### src/design/rrs_pkg.sv
`default_nettype none

package rrs_pkg;

	localparam int MAX_PROCESSES = 32;
	localparam int ID_W          = $clog2(MAX_PROCESSES);
	localparam int CNT_W         = $clog2(MAX_PROCESSES + 1);
	localparam int BURST_W       = 16;
	localparam int CLK_W         = 21;
	localparam int PDATA_W       = 32;
	localparam int PADDR_W       = 3;
	localparam int REG_IDX_W     = PADDR_W - 2;

	localparam logic [CLK_W-1:0]     CLOCK_MAX        = '1;
	localparam logic [BURST_W-1:0]   TIME_SLICE_RESET = 16'd1;

	// input command codes
	localparam logic CMD_LOAD = 1'b0;
	localparam logic CMD_STEP = 1'b1;

	// register indexes
	localparam logic [REG_IDX_W-1:0] REG_TIME_SLICE = '0;

	typedef struct packed {
		logic load;
		logic q_rd;
		logic b_rd;
		logic commit;
		logic emit_empty;
	} dp_cmd_t;

	typedef struct packed {
		logic queue_empty;
		logic out_free;
	} dp_stat_t;

endpackage

`default_nettype wire

### src/design/rrs_in_if.sv
`default_nettype none

interface rrs_in_if;
	logic                        valid;
	logic                        ready;
	logic                        command;
	logic [rrs_pkg::BURST_W-1:0] burst_time;

	modport source (output valid, output command, output burst_time, input ready);
	modport sink   (input valid, input command, input burst_time, output ready);
endinterface

`default_nettype wire

### src/design/rrs_out_if.sv
`default_nettype none

interface rrs_out_if;
	logic                        valid;
	logic                        ready;
	logic [rrs_pkg::ID_W-1:0]    process_id;
	logic [rrs_pkg::BURST_W-1:0] run_time;
	logic [rrs_pkg::CLK_W-1:0]   clock_res;
	logic                        finished;
	logic [rrs_pkg::CLK_W-1:0]   turnaround;
	logic [rrs_pkg::CLK_W-1:0]   waiting;
	logic                        queue_empty;

	modport source (output valid, output process_id, output run_time, output clock_res,
		output finished, output turnaround, output waiting, output queue_empty,
		input ready);
	modport sink   (input valid, input process_id, input run_time, input clock_res,
		input finished, input turnaround, input waiting, input queue_empty,
		output ready);
endinterface

`default_nettype wire

### src/design/rrs_ctrl.sv
`default_nettype none

module rrs_ctrl (
	input  wire logic              clk,
	input  wire logic              arst_n,
	input  wire logic              in_valid,
	input  wire logic              in_command,
	output logic                   in_ready,
	input  wire rrs_pkg::dp_stat_t stat,
	output rrs_pkg::dp_cmd_t       ctl
);

	typedef enum logic [1:0] {
		ST_IDLE,
		ST_READQ,
		ST_READB,
		ST_EMPTY
	} state_t;

	state_t state_q;
	state_t state_nxt;
	logic   accept;

	assign accept = in_valid && in_ready;

	always_comb begin
		ctl       = '0;
		state_nxt = state_q;
		unique case (state_q)
			ST_IDLE: begin
				if (accept) begin
					if (in_command == rrs_pkg::CMD_LOAD) begin
						ctl.load = 1'b1;
					end else if (stat.queue_empty) begin
						state_nxt = ST_EMPTY;
					end else begin
						ctl.q_rd  = 1'b1;
						state_nxt = ST_READQ;
					end
				end
			end
			ST_READQ: begin
				ctl.b_rd  = 1'b1;
				state_nxt = ST_READB;
			end
			ST_READB: begin
				if (stat.out_free) begin
					ctl.commit = 1'b1;
					state_nxt  = ST_IDLE;
				end
			end
			ST_EMPTY: begin
				if (stat.out_free) begin
					ctl.emit_empty = 1'b1;
					state_nxt      = ST_IDLE;
				end
			end
			default: begin
				state_nxt = ST_IDLE;
			end
		endcase
	end

	always_ff @(posedge clk or negedge arst_n) begin
		if (!arst_n) begin
			state_q  <= ST_IDLE;
			in_ready <= 1'b1;
		end else begin
			state_q  <= state_nxt;
			in_ready <= (state_nxt == ST_IDLE);
		end
	end

endmodule

`default_nettype wire

### src/design/rrs_datapath.sv
`default_nettype none

module rrs_datapath (
	input  wire logic                        clk,
	input  wire logic                        arst_n,
	input  wire rrs_pkg::dp_cmd_t            ctl,
	output rrs_pkg::dp_stat_t                stat,
	input  wire logic [rrs_pkg::BURST_W-1:0] burst_time,
	input  wire logic                        cfg_we,
	input  wire logic [rrs_pkg::BURST_W-1:0] cfg_wdata,
	output logic [rrs_pkg::BURST_W-1:0]      time_slice,
	output logic                             out_valid,
	input  wire logic                        out_ready,
	output logic [rrs_pkg::ID_W-1:0]         process_id,
	output logic [rrs_pkg::BURST_W-1:0]      run_time,
	output logic [rrs_pkg::CLK_W-1:0]        clock_res,
	output logic                             finished,
	output logic [rrs_pkg::CLK_W-1:0]        turnaround,
	output logic [rrs_pkg::CLK_W-1:0]        waiting,
	output logic                             queue_empty
);

	localparam int ID_W  = rrs_pkg::ID_W;
	localparam int CNT_W = rrs_pkg::CNT_W;
	localparam int BW    = rrs_pkg::BURST_W;
	localparam int CW    = rrs_pkg::CLK_W;
	localparam int MAXP  = rrs_pkg::MAX_PROCESSES;

	// memories
	logic [ID_W-1:0] queue_mem [MAXP];
	logic [BW-1:0]   rem_mem   [MAXP];
	logic [BW-1:0]   orig_mem  [MAXP];

	// control state
	logic [BW-1:0]    time_slice_q;
	logic [ID_W-1:0]  head_q;
	logic [CNT_W-1:0] count_q;
	logic [CNT_W-1:0] loaded_q;
	logic [CW-1:0]    clock_q;
	logic             out_valid_q;

	// read data
	logic [ID_W-1:0] qrd_q;
	logic [BW-1:0]   rem_rd_q;
	logic [BW-1:0]   orig_rd_q;

	// result register
	logic [ID_W-1:0] process_id_q;
	logic [BW-1:0]   run_time_q;
	logic [CW-1:0]   clock_res_q;
	logic            finished_q;
	logic [CW-1:0]   turnaround_q;
	logic [CW-1:0]   waiting_q;
	logic            queue_empty_q;

	logic [CNT_W-1:0] tail_sum;
	logic [ID_W-1:0]  tail;
	logic [ID_W-1:0]  head_nxt;
	logic [ID_W-1:0]  load_id;
	logic             load_ok;
	logic             rem_gt;
	logic             fin;
	logic [BW-1:0]    run;
	logic [BW-1:0]    rem_new;
	logic [CW:0]      clk_sum;
	logic [CW-1:0]    clk_new;
	logic [CW-1:0]    wait_new;
	logic             q_we;
	logic             rem_we;
	logic [ID_W-1:0]  q_wdata;
	logic [ID_W-1:0]  rem_waddr;
	logic [BW-1:0]    rem_wdata;

	assign tail_sum = CNT_W'(head_q) + count_q;
	assign tail     = (tail_sum >= CNT_W'(MAXP)) ? ID_W'(tail_sum - CNT_W'(MAXP))
		: tail_sum[ID_W-1:0];
	assign head_nxt = (head_q == ID_W'(MAXP - 1)) ? '0 : head_q + 1'b1;
	assign load_id  = loaded_q[ID_W-1:0];
	assign load_ok  = ctl.load && (loaded_q != CNT_W'(MAXP));

	// slice arithmetic
	assign rem_gt   = rem_rd_q > time_slice_q;
	assign fin      = !rem_gt;
	assign run      = rem_gt ? time_slice_q : rem_rd_q;
	assign rem_new  = rem_gt ? rem_rd_q - time_slice_q : '0;
	assign clk_sum  = {1'b0, clock_q} + (CW + 1)'(run);
	assign clk_new  = clk_sum[CW] ? rrs_pkg::CLOCK_MAX : clk_sum[CW-1:0];
	assign wait_new = clk_new - CW'(orig_rd_q);

	assign q_we      = load_ok || (ctl.commit && !fin);
	assign q_wdata   = ctl.load ? load_id : qrd_q;
	assign rem_we    = load_ok || ctl.commit;
	assign rem_waddr = ctl.load ? load_id : qrd_q;
	assign rem_wdata = ctl.load ? burst_time : rem_new;

	always_ff @(posedge clk) begin
		if (q_we) begin
			queue_mem[tail] <= q_wdata;
		end
		if (rem_we) begin
			rem_mem[rem_waddr] <= rem_wdata;
		end
		if (load_ok) begin
			orig_mem[load_id] <= burst_time;
		end
		if (ctl.q_rd) begin
			qrd_q <= queue_mem[head_q];
		end
		if (ctl.b_rd) begin
			rem_rd_q  <= rem_mem[qrd_q];
			orig_rd_q <= orig_mem[qrd_q];
		end
	end

	always_ff @(posedge clk or negedge arst_n) begin
		if (!arst_n) begin
			time_slice_q <= rrs_pkg::TIME_SLICE_RESET;
			head_q       <= '0;
			count_q      <= '0;
			loaded_q     <= '0;
			clock_q      <= '0;
			out_valid_q  <= 1'b0;
		end else begin
			if (cfg_we) begin
				time_slice_q <= cfg_wdata;
			end
			if (load_ok) begin
				loaded_q <= loaded_q + 1'b1;
				count_q  <= count_q + 1'b1;
			end
			if (ctl.commit) begin
				head_q  <= head_nxt;
				clock_q <= clk_new;
				if (fin) begin
					count_q <= count_q - 1'b1;
				end
			end
			if (ctl.commit || ctl.emit_empty) begin
				out_valid_q <= 1'b1;
			end else if (out_ready) begin
				out_valid_q <= 1'b0;
			end
		end
	end

	always_ff @(posedge clk) begin
		if (ctl.commit) begin
			process_id_q  <= qrd_q;
			run_time_q    <= run;
			clock_res_q   <= clk_new;
			finished_q    <= fin;
			turnaround_q  <= fin ? clk_new : '0;
			waiting_q     <= fin ? wait_new : '0;
			queue_empty_q <= 1'b0;
		end else if (ctl.emit_empty) begin
			process_id_q  <= '0;
			run_time_q    <= '0;
			clock_res_q   <= '0;
			finished_q    <= 1'b0;
			turnaround_q  <= '0;
			waiting_q     <= '0;
			queue_empty_q <= 1'b1;
		end
	end

	assign stat.queue_empty = (count_q == '0);
	assign stat.out_free    = !out_valid_q || out_ready;

	assign time_slice  = time_slice_q;
	assign out_valid   = out_valid_q;
	assign process_id  = process_id_q;
	assign run_time    = run_time_q;
	assign clock_res   = clock_res_q;
	assign finished    = finished_q;
	assign turnaround  = turnaround_q;
	assign waiting     = waiting_q;
	assign queue_empty = queue_empty_q;

endmodule

`default_nettype wire

### src/design/round_robin_scheduler.sv
// channel  dir  payload                                              handshake
// cmd      in   command, burst_time                                  valid/ready
// report   out  process_id, run_time, clock_res, finished,           valid/ready
//               turnaround, waiting, queue_empty
// apb      in   time_slice at byte address 0                         psel/penable
//
// A load is written in the cycle it is accepted. A step runs as a ready-queue
// read at the head, a burst memory read for that id, then slice arithmetic and
// write-back; a step on an empty queue instead emits an empty result. The
// write-back waits while the result register is still held.
// Reset clears pointers, counts and clock and sets time_slice to 1; the
// memories are not cleared and no entry is read before it is written.
`default_nettype none

module round_robin_scheduler (
	input  wire logic                        clk,
	input  wire logic                        arst_n,
	input  wire logic                        psel,
	input  wire logic                        penable,
	input  wire logic                        pwrite,
	input  wire logic [rrs_pkg::PADDR_W-1:0] paddr,
	input  wire logic [rrs_pkg::PDATA_W-1:0] pwdata,
	output logic [rrs_pkg::PDATA_W-1:0]      prdata,
	output logic                             pready,
	rrs_in_if.sink                           cmd,
	rrs_out_if.source                        report
);

	rrs_pkg::dp_cmd_t                ctl;
	rrs_pkg::dp_stat_t               stat;
	logic                            reg_sel;
	logic                            cfg_we;
	logic [rrs_pkg::BURST_W-1:0]     time_slice;

	assign pready  = 1'b1;
	assign reg_sel = (paddr[rrs_pkg::PADDR_W-1:2] == rrs_pkg::REG_TIME_SLICE);
	assign cfg_we  = psel && penable && pwrite && pready && reg_sel;
	assign prdata  = reg_sel ? rrs_pkg::PDATA_W'(time_slice) : '0;

	rrs_ctrl u_ctrl (
		.clk        (clk),
		.arst_n     (arst_n),
		.in_valid   (cmd.valid),
		.in_command (cmd.command),
		.in_ready   (cmd.ready),
		.stat       (stat),
		.ctl        (ctl)
	);

	rrs_datapath u_dp (
		.clk         (clk),
		.arst_n      (arst_n),
		.ctl         (ctl),
		.stat        (stat),
		.burst_time  (cmd.burst_time),
		.cfg_we      (cfg_we),
		.cfg_wdata   (pwdata[rrs_pkg::BURST_W-1:0]),
		.time_slice  (time_slice),
		.out_valid   (report.valid),
		.out_ready   (report.ready),
		.process_id  (report.process_id),
		.run_time    (report.run_time),
		.clock_res   (report.clock_res),
		.finished    (report.finished),
		.turnaround  (report.turnaround),
		.waiting     (report.waiting),
		.queue_empty (report.queue_empty)
	);

endmodule

`default_nettype wire

### src/flat_wrapper.sv
// flat-port wrapper written by rule: the top's interface ports become plain ports
module round_robin_scheduler_flat 
  (clk, arst_n, psel, penable, pwrite, paddr, pwdata, prdata, pready, cmd_valid, cmd_command, cmd_burst_time, cmd_ready, report_valid, report_process_id, report_run_time, report_clock_res, report_finished, report_turnaround, report_waiting, report_queue_empty, report_ready);
  rrs_in_if cmd_i ();
  rrs_out_if report_i ();
  input  wire logic clk;
  input  wire logic arst_n;
  input  wire logic psel;
  input  wire logic penable;
  input  wire logic pwrite;
  input  wire logic [rrs_pkg::PADDR_W-1:0] paddr;
  input  wire logic [rrs_pkg::PDATA_W-1:0] pwdata;
  output logic [rrs_pkg::PDATA_W-1:0] prdata;
  output logic pready;
  input wire logic [$bits(cmd_i.valid)-1:0] cmd_valid;
  input wire logic [$bits(cmd_i.command)-1:0] cmd_command;
  input wire logic [$bits(cmd_i.burst_time)-1:0] cmd_burst_time;
  output wire logic [$bits(cmd_i.ready)-1:0] cmd_ready;
  output wire logic [$bits(report_i.valid)-1:0] report_valid;
  output wire logic [$bits(report_i.process_id)-1:0] report_process_id;
  output wire logic [$bits(report_i.run_time)-1:0] report_run_time;
  output wire logic [$bits(report_i.clock_res)-1:0] report_clock_res;
  output wire logic [$bits(report_i.finished)-1:0] report_finished;
  output wire logic [$bits(report_i.turnaround)-1:0] report_turnaround;
  output wire logic [$bits(report_i.waiting)-1:0] report_waiting;
  output wire logic [$bits(report_i.queue_empty)-1:0] report_queue_empty;
  input wire logic [$bits(report_i.ready)-1:0] report_ready;
  assign cmd_i.valid = cmd_valid;
  assign cmd_i.command = cmd_command;
  assign cmd_i.burst_time = cmd_burst_time;
  assign cmd_ready = cmd_i.ready;
  assign report_valid = report_i.valid;
  assign report_process_id = report_i.process_id;
  assign report_run_time = report_i.run_time;
  assign report_clock_res = report_i.clock_res;
  assign report_finished = report_i.finished;
  assign report_turnaround = report_i.turnaround;
  assign report_waiting = report_i.waiting;
  assign report_queue_empty = report_i.queue_empty;
  assign report_i.ready = report_ready;
  round_robin_scheduler u_core (.clk(clk), .arst_n(arst_n), .psel(psel), .penable(penable), .pwrite(pwrite), .paddr(paddr), .pwdata(pwdata), .prdata(prdata), .pready(pready), .cmd(cmd_i), .report(report_i));
endmodule
### config.mk
export PLATFORM = sky130hd
export DESIGN_NAME = round_robin_scheduler_flat
export DESIGN_NICKNAME = d
export VERILOG_FILES = /design/src/design/rrs_pkg.sv /design/src/design/rrs_in_if.sv /design/src/design/rrs_out_if.sv /design/src/design/rrs_ctrl.sv /design/src/design/rrs_datapath.sv /design/src/design/round_robin_scheduler.sv /design/src/flat_wrapper.sv
export SDC_FILE = /design/constraint.sdc
export NUM_CORES = 1
export LEC_CHECK = 0
export BUFFER_PORTS_ARGS = -buffer_cell sky130_fd_sc_hd__buf_2
export CAP_MARGIN = 10
export CORE_UTILIZATION = 45
export CTS_BUF_LIST = sky130_fd_sc_hd__clkbuf_4
export DETAILED_ROUTE_END_ITERATION = 10
export GPL_TIMING_DRIVEN = 1
export PLACE_DENSITY_LB_ADDON = 0.15
export SYNTH_ARGS = -nofsm -noshare
export SYNTH_HDL_FRONTEND = slang
export SYNTH_SLANG_ARGS = --single-unit
export TNS_END_PERCENT = 1
### constraint.sdc
create_clock -name clk -period 5.9 [get_ports clk]
set_input_delay 0.295 -clock clk [delete_from_list [all_inputs] [get_ports clk]]
set_output_delay 0.295 -clock clk [all_outputs]
set_load 0.005 [all_outputs]
Yosys cells after proc, flatten, opt, wreduce, memory -nomap -nowiden
Memories as Yosys holds them, arrays and structs flattened. A register that Yosys moved wholly into a read port is not among the register bits. Index checks and enable logic that the tools add are counted.

RAM bits: 1184. Register bits: 144. Memories: 3. Logic and storage cells: 98.

Reduce and logical (&&, ||, !) cells: 18. Mux-type cells: 45. $lt $le $gt $ge: 2. Bitwise operators: 1. Eq/ne operators: 5. Add/subtract/negate cells: 9.

Memories: u_core.u_dp.orig_mem (depth 32, width 16, rd ports 1, clocked after Yosys merged registers in 1, write ports 1, RTL line rrs_datapath.sv:32) `logic [BW-1:0] orig_mem [MAXP];`; u_core.u_dp.rem_mem (depth 32, width 16, rd ports 1, clocked after Yosys merged registers in 1, write ports 1, RTL line rrs_datapath.sv:31) `logic [BW-1:0] rem_mem [MAXP];`; u_core.u_dp.queue_mem (depth 32, width 5, rd ports 1, clocked after Yosys merged registers in 1, write ports 1, RTL line rrs_datapath.sv:30) `logic [ID_W-1:0] queue_mem [MAXP];`.

Operators by type and width (number): 2-to-1 mux 21 bit (7); 2-to-1 mux 16 bit (6); 2-to-1 mux 5 bit (5); adder 21 x 16 -> 22 bit (1); subtractor 21 x 16 -> 21 bit (1); 2-to-1 mux 6 bit (3); 2-to-1 mux 1 bit (17); greater-than comparator 16 bit (1); subtractor 16 bit (1); adder 6 x 1 -> 6 bit, second input constant (2); 2-to-1 mux 2 bit (6); adder 5 x 6 -> 6 bit (1); greater-or-equal comparator 6 bit, second input constant (1); logical AND 1 bit (6); zero test 6 bit (1); != test 6 bit, second input constant (1); case mux 2 bit (3 select lines) (1); subtractor 6 x 1 -> 6 bit, second input constant (1); adder 5 x 1 -> 5 bit, second input constant (1); equality test 5 bit, second input constant (1); subtractor 5 x 1 -> 5 bit, second input constant (1); equality test 2 bit, second input constant (2); zero test 2 bit (2); logical OR 1 bit (4); 5 further kinds (7).

Logic depth before layout (Yosys ltp)
Gate-level depths: netlist of the first run.

Depth in word-level cells: 9. Mapped depth: 33. Gate-level depth less buffers: 31.

By module
A second synthesis of the first run with hierarchy kept.

Cell total of the unflattened synthesis: 2803. Area total of the unflattened synthesis: 55484.5 um^2.

Modules (own cells, without submodules): rrs_datapath (cells each 2748, sequential area each 40615.2 um^2, times used 1, area each 55031.5 um^2); round_robin_scheduler (cells each 37, sequential area each 0.0 um^2, times used 1, area each 271.5 um^2); rrs_ctrl (cells each 18, sequential area each 76.3 um^2, times used 1, area each 181.4 um^2).

Worst setup path after synthesis of the first run
Ideal clock, no wire load.

Path kind: reg-to-reg. Start point: register u_core.u_dp.time_slice_q[0] (netlist: u_core.u_dp.time_slice[0]). End point: register u_core.u_dp.waiting_q[20] (netlist: u_core.u_dp.waiting[20]) (data pin). Clock period less this slack: 6222 ps. Slack: -322 ps. Path buffers: 1. Required time: 5630 ps. Data arrival time: 5952 ps. Library setup time: 270 ps. Cell stages (with the launch flop): 29. Cells stage by stage: dfstp_2 > ha_1 > inv_1 > fa_1 > a211oi_2 > o21ai_1 > a2111oi_2 > nor2_2 > a31oi_4 > buf_4 > mux2_2 > ha_1 > fa_1 > a21oi_1 > o211ai_1 > a211oi_2 > o21bai_1 > a21oi_1 > xnor2_1 > nor2_1 > inv_1 > ha_1 > a21o_1 > or3_1 > o22ai_1 > o21ai_1 > nor3b_2 > a31o_2 > a21oi_1.

Cells in the longest elaborated chain, start to end: 7.

RTL lines: start: declaration (RTL line rrs_datapath.sv:35) `logic [BW-1:0] time_slice_q;`; start signal: assignment (RTL line rrs_datapath.sv:117) `time_slice_q <= rrs_pkg::TIME_SLICE_RESET;`; start signal: assignment (RTL line rrs_datapath.sv:125) `time_slice_q <= cfg_wdata;`; greater-than comparator 16 bit (RTL line rrs_datapath.sv:82) `assign rem_gt = rem_rd_q > time_slice_q;`; 2-to-1 mux 16 bit (*) (RTL line rrs_datapath.sv:84) `assign run = rem_gt ? time_slice_q : rem_rd_q;`; via u_core.u_dp.run[0] (RTL line rrs_datapath.sv:63) `logic [BW-1:0] run;`; adder 21 x 16 -> 22 bit (*) (RTL line rrs_datapath.sv:86) `assign clk_sum = {1'b0, clock_q} + (CW + 1)'(run);`; 2-to-1 mux 21 bit (*) (RTL line rrs_datapath.sv:87) `assign clk_new = clk_sum[CW] ? rrs_pkg::CLOCK_MAX : clk_sum[CW-1:0];`; via u_core.u_dp.clk_new[12] (RTL line rrs_datapath.sv:66) `logic [CW-1:0] clk_new;`; subtractor 21 x 16 -> 21 bit (*) (RTL line rrs_datapath.sv:88) `assign wait_new = clk_new - CW'(orig_rd_q);`; 2-to-1 mux 21 bit (*) (RTL line rrs_datapath.sv:153) `waiting_q <= fin ? wait_new : '0;`; 2-to-1 mux 21 bit (*) (RTL line rrs_datapath.sv:147) `if (ctl.commit) begin`; end signal: assignment (RTL line rrs_datapath.sv:153); end: declaration (RTL line rrs_datapath.sv:53) `logic [CW-1:0] waiting_q;`.

Mark *: on every way through the listed nets, which the timed path passes. The rest lies on a longest branch. A chain may end at the register's enable or synchronous reset.

Final worst setup path of the first run
Start point: register u_core.u_dp.time_slice_q[0] (netlist: u_core.u_dp.time_slice[0]). End point: register u_core.u_dp.waiting_q[19] (netlist: u_core.u_dp.waiting[19]) (data pin).

Same word-level chain as after synthesis.

==> flow_summary.json, run 1 <==
{
  "status": "complete, but fails checks",
  "failed_checks": "negative setup slack",
  "synth_cell_type_count": 71,
  "syn_area_per_cell_um2": 20.0,
  "number_of_enable_flip_flop_cells_after_synthesis": 1306,
  "totalNegativeSetupSlack_ns": -0.765,
  "leading_cell_types_by_count_after_synthesis": "sky130_fd_sc_hd__edfxtp_1 (1306), sky130_fd_sc_hd__mux4_2 (370), sky130_fd_sc_hd__nor2_1 (210)",
  "final.setup.worst_slack_ns": -0.220,
  "synth_seq_area_share_pct": 73.7,
  "insertion_delay_ns": 1.24,
  "drt_iter0_markers": 2443,
  "start_kind": "flop",
  "critical_path_arrival_ns": 7.04,
  "synth_top_family_by_area": "multiplexers",
  "globalplace.congestion": 0.888,
  "start_util_pct": 45.3,
  "numCtsBuffers": 356,
  "maxSlewViolCount": 0,
  "route.detailed.vias_per_inst": 5.54,
  "post-route-util_pct": 53.4,
  "yosys.area_share.simple_pct": 3.58,
  "final_net_count": 3576,
  "synth_compound_area_share_pct": 2.24,
  "worstHoldPathCells": 3,
  "vias": 29533,
  "max_cap_viol_count": 0,
  "leakagePower_nw": 22.4,
  "worst-slew-pin-transition_ns": 1.26,
  "worstSetupEndpointType": "flop",
  "clockBufferDepth": 4,
  "global_route_usage_over_all_layers_pct": 22.7,
  "maximum_number_of_pins_on_one_net_before_global_route_repair": 131,
  "worst-endpoint-required_ns": 6.82,
  "synth.yosys.warnings": 0,
  "post_synth_instance_area_mm2": 0.0552,
  "cts_tree": "yes",
  "placed_cells_incl_taps": 4636,
  "wl_per_cell_um": 26.2,
  "finalClockSkew_ns": 0.0847,
  "port_buffers": 144,
  "routed_wirelength_um": 140000,
  "post-synth-top-count-cell": "sky130_fd_sc_hd__edfxtp_1",
  "htree_num_levels": 5,
  "achievable_freq_ghz": 0.163,
  "hp-class": "in -> reg",
  "post_layout_nonfiller_instances": 5331,
  "io-pin-count": 180,
  "floorplan.core_area_mm2": 0.122,
  "synth-adder-area-share_pct": 1.53,
  "reg2regPathDepth": 29,
  "synth_flop_type": "sky130_fd_sc_hd__edfxtp_1",
  "synth_xor_xnor_area_share_pct": 0.889,
  "multi_input_area_mm2": 0.0142,
  "clock_transition_at_the_registers_of_the_reported_paths_ns": 0.07,
  "worst_path_dominant_cell_family": "compound AO/OA/AOI/OAI gates",
  "timing.final.crit_share_pct": 104,
  "yosys-top-cells-area": "sky130_fd_sc_hd__edfxtp_1 (71%), sky130_fd_sc_hd__mux4_2 (15%), sky130_fd_sc_hd__dfrtp_1 (2.5%)",
  "path_max_fanout": 5,
  "route.antenna.remaining_nets": 0,
  "nFillCells": 9692,
  "synth_top_cell_area_share_pct": 71.1,
  "setup_viol_count_final": 7,
  "standard_cell_area_after_detailed_placement_mm2": 0.0596,
  "synth-async-reset-ratio_pct": 4.25,
  "cp_slowest_stage_delay_ns": 0.55,
  "clock_tree.root_cell": "sky130_fd_sc_hd__clkbuf_4",
  "worstSetupPathType": "reg -> reg",
  "via_count_of_the_first_global_routing_pass": 31240,
  "die_w_um": 352,
  "vdd_ir_drop_max_v": 0.000252,
  "drive_above_1_share_pct": 39.8,
  "overflow": 0,
  "synth-seq-cells": 1365,
  "sum_of_buffers_and_inverters_on_the_critical_path": 3,
  "worst_slew_margin_relative_to_its_limit_pct": 15.7,
  "final_area_mm2": 0.0650,
  "p_per_area_mw_per_mm2": 466,
  "area_growth_syn_to_layout_pct": 17.7,
  "timing.critical_path.slowest_stage_cell": "sky130_fd_sc_hd__dfstp_2",
  "grt_first_pass_wirelength_um": 204000,
  "die-area_mm2": 0.124,
  "hpwlAfterDp_um": 87200,
  "post_synth_mux_area_share_pct": 16.4,
  "firstDrtPassIters": 7,
  "floorplan.die.height_um": 352,
  "syn-instance-count": 2754,
  "grt_antenna_before_repair": 6,
  "synth_top_cell_by_area": "sky130_fd_sc_hd__edfxtp_1",
  "final-hold-violation-count": 0,
  "fin_crit_ns": 6.12,
  "num_rows": 128,
  "drcViolationCount": 0,
  "cp_num_cells": 29,
  "critical_path.most_common_cell": "sky130_fd_sc_hd__ha_4",
  "rsz0062_at_grt": "true",
  "seqCellArea_mm2": 0.0407,
  "sinks_on_clock_net": 1365
}
-- registers in the layout (all words and copies together) (netlist names), 21 cells and up --
| signal | count |
|---|---|
| u_core.u_dp.orig_mem | 512 |
| u_core.u_dp.rem_mem | 512 |
| u_core.u_dp.queue_mem | 160 |
| u_core.u_dp.clock_q | 21 |
| u_core.u_dp.clock_res | 21 |
| u_core.u_dp.turnaround | 21 |
| u_core.u_dp.waiting | 21 |
-- cell type report --
| class | instances | share of cell area [%] |
|---|---|---|
| multi-input combinational | 1196 | 21.9 |
| clock buffer | 509 | 5.88 |
| tap | 1625 | 3.13 |
| inverter | 67 | 0.391 |
| antenna | 2 | 0.00770 |
| timing repair buffer | 466 | 5.31 |
| sequential | 1365 | 62.6 |
| clock inverter | 101 | 0.769 |
-- metrics by stage --
step	setup WS, ns	hold WS [ns]	power, mW
floorplan	-0.179	-0.000591	18.2
global placement	-0.339	0.451	22.1
detailed placement	-0.456	0.450	22.3
CTS	-0.243	0.00264	30.4
global route	-0.499	0.0916	31.8
finish	-0.220	0.133	30.3
-- where the power goes --
part	total [mW]	switching [mW]	leakage [nW]	internal, mW
clock network	7.80	3.68	2.58	4.12
registers	12.6	0.448	12.6	12.2
logic	9.90	5.64	7.25	4.26
-- tightest hold or removal path: cells and delay by family --
kind	cells	cell delay, ns
buffers and inverters	1	0.09
AND/OR/NAND/NOR	1	0.61
multiplexers	1	0.29
-- logic make-up (layout without fill, tap and decap cells) --
logic type,after synthesis,count (layout)
flip-flops,1365,1365
AND/OR/NAND/NOR,439,439
multiplexers,432,432
buffers and inverters,208,1143
AO/OA/AOI/OAI,187,187
adder cells (fa/ha/maj),65,65
XOR/XNOR,56,56
other,2,19
-- layer usage --
layer | global-route usage (%) | vias to the layer above | wire length [µm]
met4 | 7.57 | 2 | 3100
met1 | 30.2 | 15578 | 57600
met3 | 4.90 | 185 | 8720
met2 | 37.4 | 1005 | 70200
li1 | - | 12763 | -
met5 | 0 | - | 8
-- cell usage in the layout (no fill, tap or decap), types with 6 or more instances in the layout --
master	instances
sky130_fd_sc_hd__edfxtp_1	1306
sky130_fd_sc_hd__clkbuf_4	509
sky130_fd_sc_hd__mux4_2	370
sky130_fd_sc_hd__buf_4	240
sky130_fd_sc_hd__nor2_1	156
sky130_fd_sc_hd__buf_2	144
sky130_fd_sc_hd__nand2_1	91
sky130_fd_sc_hd__clkinv_1	84
sky130_fd_sc_hd__dlygate4sd3_1	72
sky130_fd_sc_hd__inv_1	65
sky130_fd_sc_hd__ha_1	58
sky130_fd_sc_hd__mux2_2	55
sky130_fd_sc_hd__dfrtp_1	54
sky130_fd_sc_hd__nor2_2	53
sky130_fd_sc_hd__a21oi_1	36
sky130_fd_sc_hd__xnor2_1	35
sky130_fd_sc_hd__a21o_1	31
sky130_fd_sc_hd__nand3_1	28
sky130_fd_sc_hd__o21ai_0	23
sky130_fd_sc_hd__and2_1	23
sky130_fd_sc_hd__o21ai_1	21
sky130_fd_sc_hd__xor2_1	20
sky130_fd_sc_hd__conb_1	17
sky130_fd_sc_hd__nand2b_1	13
sky130_fd_sc_hd__nor2b_1	12
sky130_fd_sc_hd__nor3_1	12
sky130_fd_sc_hd__clkinv_2	12
sky130_fd_sc_hd__o31ai_4	10
sky130_fd_sc_hd__o21a_1	8
sky130_fd_sc_hd__nor3_2	8
sky130_fd_sc_hd__nand4_1	7
sky130_fd_sc_hd__and3_1	7
sky130_fd_sc_hd__o21ai_2	6
sky130_fd_sc_hd__a21oi_2	6
-- final timing paths --
path	start	to	slack, ns
setup / recovery	u_core.u_dp.time_slice[0]$_DFFE_PN1P_	u_core.u_dp.waiting[19]$_SDFFCE_PN0P_	-0.22
hold / removal	pwrite	u_core.u_dp.time_slice[10]$_DFFE_PN0P_	0.13
setup reg to reg	u_core.u_dp.time_slice[0]$_DFFE_PN1P_	u_core.u_dp.waiting[19]$_SDFFCE_PN0P_	-0.22
hold reg to reg	u_core.u_dp.queue_empty$_SDFFE_PP0P_	u_core.u_dp.queue_empty$_SDFFE_PP0P_	0.46
max in group asynchronous	arst_n	u_core.u_dp.clock_q[0]$_DFFE_PN0P_	4.89
min in group asynchronous	arst_n	u_core.u_dp.loaded_q[4]$_DFFE_PN0P_	0.35
-- timing repair --
action / in CTS / in global routing
pin swaps: 17 / 12
setup endpoints to repair: 13 / 14
buffers inserted: 7 / 0
endpoints found under the hold margin: 697 / 0
hold buffers: 72 / 0
cloned: 1 / 0
resized for setup: 18 / 19
No activity file was read; power rests on OpenSTA's default activity.
==> run 2: changes to the inputs <==
Settings changed: CAP_MARGIN 10 to default, CORE_ASPECT_RATIO from default to 1.4.
==> run 2 against run 1 <==
  * The run still ends with negative setup slack left
  * Global-route usage shrank 0.46 points
  * Worst setup slack lost 0.041 ns
  * Worst hold slack better by 0.072 ns
  * Count of clock-buffer cells in the layout shrank 37
  * Clock power is 4.6% lower
  * Power fell by 1.9%
  * Register-to-register slack got worse by 0.04 ns
  * Combinational power decreased by 2.0%
  * Non-clock buffer count is 8 lower
  * Clock skew shrank 0.0011 ns
  * Die area about the same
  * Sequential power is essentially flat
  * Largest power group unchanged
==> flow_summary.json, run 2 (synthesized netlist as in run 1, its figures left out) <==
{
  "status": "complete, but fails checks",
  "failed_checks": "negative setup slack",
  "sum_of_buffers_and_inverters_on_the_critical_path": 3,
  "worst_path_dominant_cell_family": "compound AO/OA/AOI/OAI gates",
  "worstSetupEndpointType": "flop",
  "wl_per_cell_um": 25.9,
  "clockBufferDepth": 4,
  "vdd_ir_drop_max_v": 0.000383,
  "cell_internal_pwr_mw": 20.3,
  "max_cap_viol_count": 0,
  "fin_crit_ns": 6.16,
  "hp-class": "in -> reg",
  "floorplan.die.height_um": 416,
  "maxSlewViolCount": 0,
  "final.setup.worst_slack_ns": -0.261,
  "achievable_freq_ghz": 0.162,
  "worst_slew_margin_relative_to_its_limit_pct": 11.0,
  "comb_power_share_pct": 32.6,
  "area_growth_syn_to_layout_pct": 16.9,
  "seqPwrFrac_pct": 42.3,
  "worstSetupPathType": "reg -> reg",
  "reg_top3": "u_core.u_dp.orig_mem x512, u_core.u_dp.rem_mem x512, u_core.u_dp.queue_mem x160",
  "grt_antenna_before_repair": 4,
  "critical_path_arrival_ns": 6.99,
  "clock_transition_at_the_registers_of_the_reported_paths_ns": 0.07,
  "final_net_count": 3551,
  "cts_tree": "yes",
  "finalClockSkew_ns": 0.0836,
  "insertion_delay_ns": 1.20,
  "die-area_mm2": 0.124,
  "sinks_on_clock_net": 1365,
  "setup_viol_count_final": 6,
  "reg2regPathDepth": 27,
  "route.detailed.vias_per_inst": 5.52,
  "drive_above_1_share_pct": 39.2,
  "io-pin-count": 180,
  "start_kind": "flop",
  "post-route-util_pct": 53.2,
  "final_area_mm2": 0.0645,
  "mostFrequentLayoutCell": "sky130_fd_sc_hd__edfxtp_1",
  "numCtsBuffers": 339,
  "path_max_fanout": 3,
  "worst-slew-pin-transition_ns": 1.33,
  "num_rows": 151,
  "hpwlAfterDp_um": 83900,
  "power_frac_clock_pct": 25.0,
  "swShare_pct": 31.9,
  "power.switching_mw": 9.47,
  "maximum_number_of_pins_on_one_net_before_global_route_repair": 151,
  "leakagePower_nw": 22.2,
  "routed_wirelength_um": 136000,
  "vias": 29020,
  "die_w_um": 298,
  "cp_num_cells": 27,
  "global_route_usage_over_all_layers_pct": 22.3,
  "worstHoldPathCells": 2,
  "rsz0062_at_grt": "true",
  "cp_slowest_stage_delay_ns": 0.53,
  "worst-endpoint-required_ns": 6.73,
  "seqCellArea_mm2": 0.0407,
  "multi_input_area_mm2": 0.0142,
  "timing.final.crit_share_pct": 104,
  "clock_tree.root_cell": "sky130_fd_sc_hd__clkbuf_4",
  "timing.critical_path.slowest_stage_cell": "sky130_fd_sc_hd__dfstp_2",
  "port_buffers": 144,
  "htree_num_levels": 5,
  "start_util_pct": 45.5,
  "grt_first_pass_wirelength_um": 201000,
  "nFillCells": 9625,
  "globalplace.congestion": 0.877,
  "final-hold-violation-count": 0,
  "drt_iter0_markers": 2243,
  "standard_cell_area_after_detailed_placement_mm2": 0.0595,
  "overflow": 0,
  "route.antenna.remaining_nets": 0,
  "most-common-layout-cells": "sky130_fd_sc_hd__edfxtp_1 (1306), sky130_fd_sc_hd__clkbuf_4 (472), sky130_fd_sc_hd__mux4_2 (370)",
  "drcViolationCount": 0,
  "floorplan.core_area_mm2": 0.121,
  "via_count_of_the_first_global_routing_pass": 31256,
  "p_per_area_mw_per_mm2": 461,
  "firstDrtPassIters": 5
}
run 2: final cells by class:
class	instances	share of cell area, %
Sequential cell	1365	63.1
Clock buffer	472	5.49
Multi-Input combinational cell	1196	22.0
Clock inverter	91	0.691
Tap cell	1606	3.12
Antenna cell	4	0.0155
Timing Repair Buffer	458	5.23
Inverter	67	0.392
run 2: layer usage:
layer | routed length [µm] | vias to the layer above | GRT usage, %
met3 | 6360 | 211 | 4.04
li1 | - | 12660 | -
met5 | 13 | - | 0
met2 | 74300 | 941 | 39.9
met4 | 3180 | 2 | 7.79
met1 | 52600 | 15206 | 26.8
run 2: worst paths after layout:
kind,from,to,slack (ns)
max reg2reg,u_core.u_dp.time_slice[0]$_DFFE_PN1P_,u_core.u_dp.waiting[20]$_SDFFCE_PN0P_,-0.26
min,cmd_burst_time[1],u_core.u_dp.orig_mem[19][1]$_DFFE_PP_,0.21
min in group asynchronous,arst_n,u_core.u_dp.clock_q[15]$_DFFE_PN0P_,0.38
max,u_core.u_dp.time_slice[0]$_DFFE_PN1P_,u_core.u_dp.waiting[20]$_SDFFCE_PN0P_,-0.26
min reg2reg,u_core.u_dp.queue_empty$_SDFFE_PP0P_,u_core.u_dp.queue_empty$_SDFFE_PP0P_,0.45
max in group asynchronous,arst_n,u_core.u_dp.head_q[0]$_DFFE_PN0P_,4.84
run 2: power groups by stage:
stage | logic [mW] | registers, mW | clock network (mW)
global placement | 9.20 | 12.8 | 0
floorplan | 5.57 | 12.6 | 0
global route | 10.4 | 12.7 | 8.11
finish | 9.70 | 12.6 | 7.44
CTS | 9.63 | 12.6 | 7.69
detailed placement | 9.40 | 12.8 | 0
run 2: per-stage QoR:
step | TNS (ns) | instances | hold WS, ns | worst slack, ns | total power, mW
2_1_floorplan | -0.433 | 2769 | -0.000591 | -0.179 | 18.2
3_3_place_gp | -1.34 | 4608 | 0.437 | -0.284 | 22.0
3_5_place_dp | -2.96 | 4608 | 0.450 | -0.463 | 22.2
4_1_cts | -1.08 | 5253 | 0.00964 | -0.274 | 29.9
5_1_grt | -4.04 | 5259 | 0.0900 | -0.553 | 31.2
6_report | -0.889 | 5259 | 0.205 | -0.261 | 29.7
run 2: what timing repair did:
| action | in CTS | in global routing |
|---|---|---|
| pin swaps | 8 | 14 |
| endpoints found under the setup margin | 12 | 16 |
| cloned | 1 | 0 |
| hold buffers | 80 | 0 |
| endpoints found under the hold margin | 698 | 0 |
| setup buffers | 1 | 2 |
| gates resized for setup | 12 | 16 |
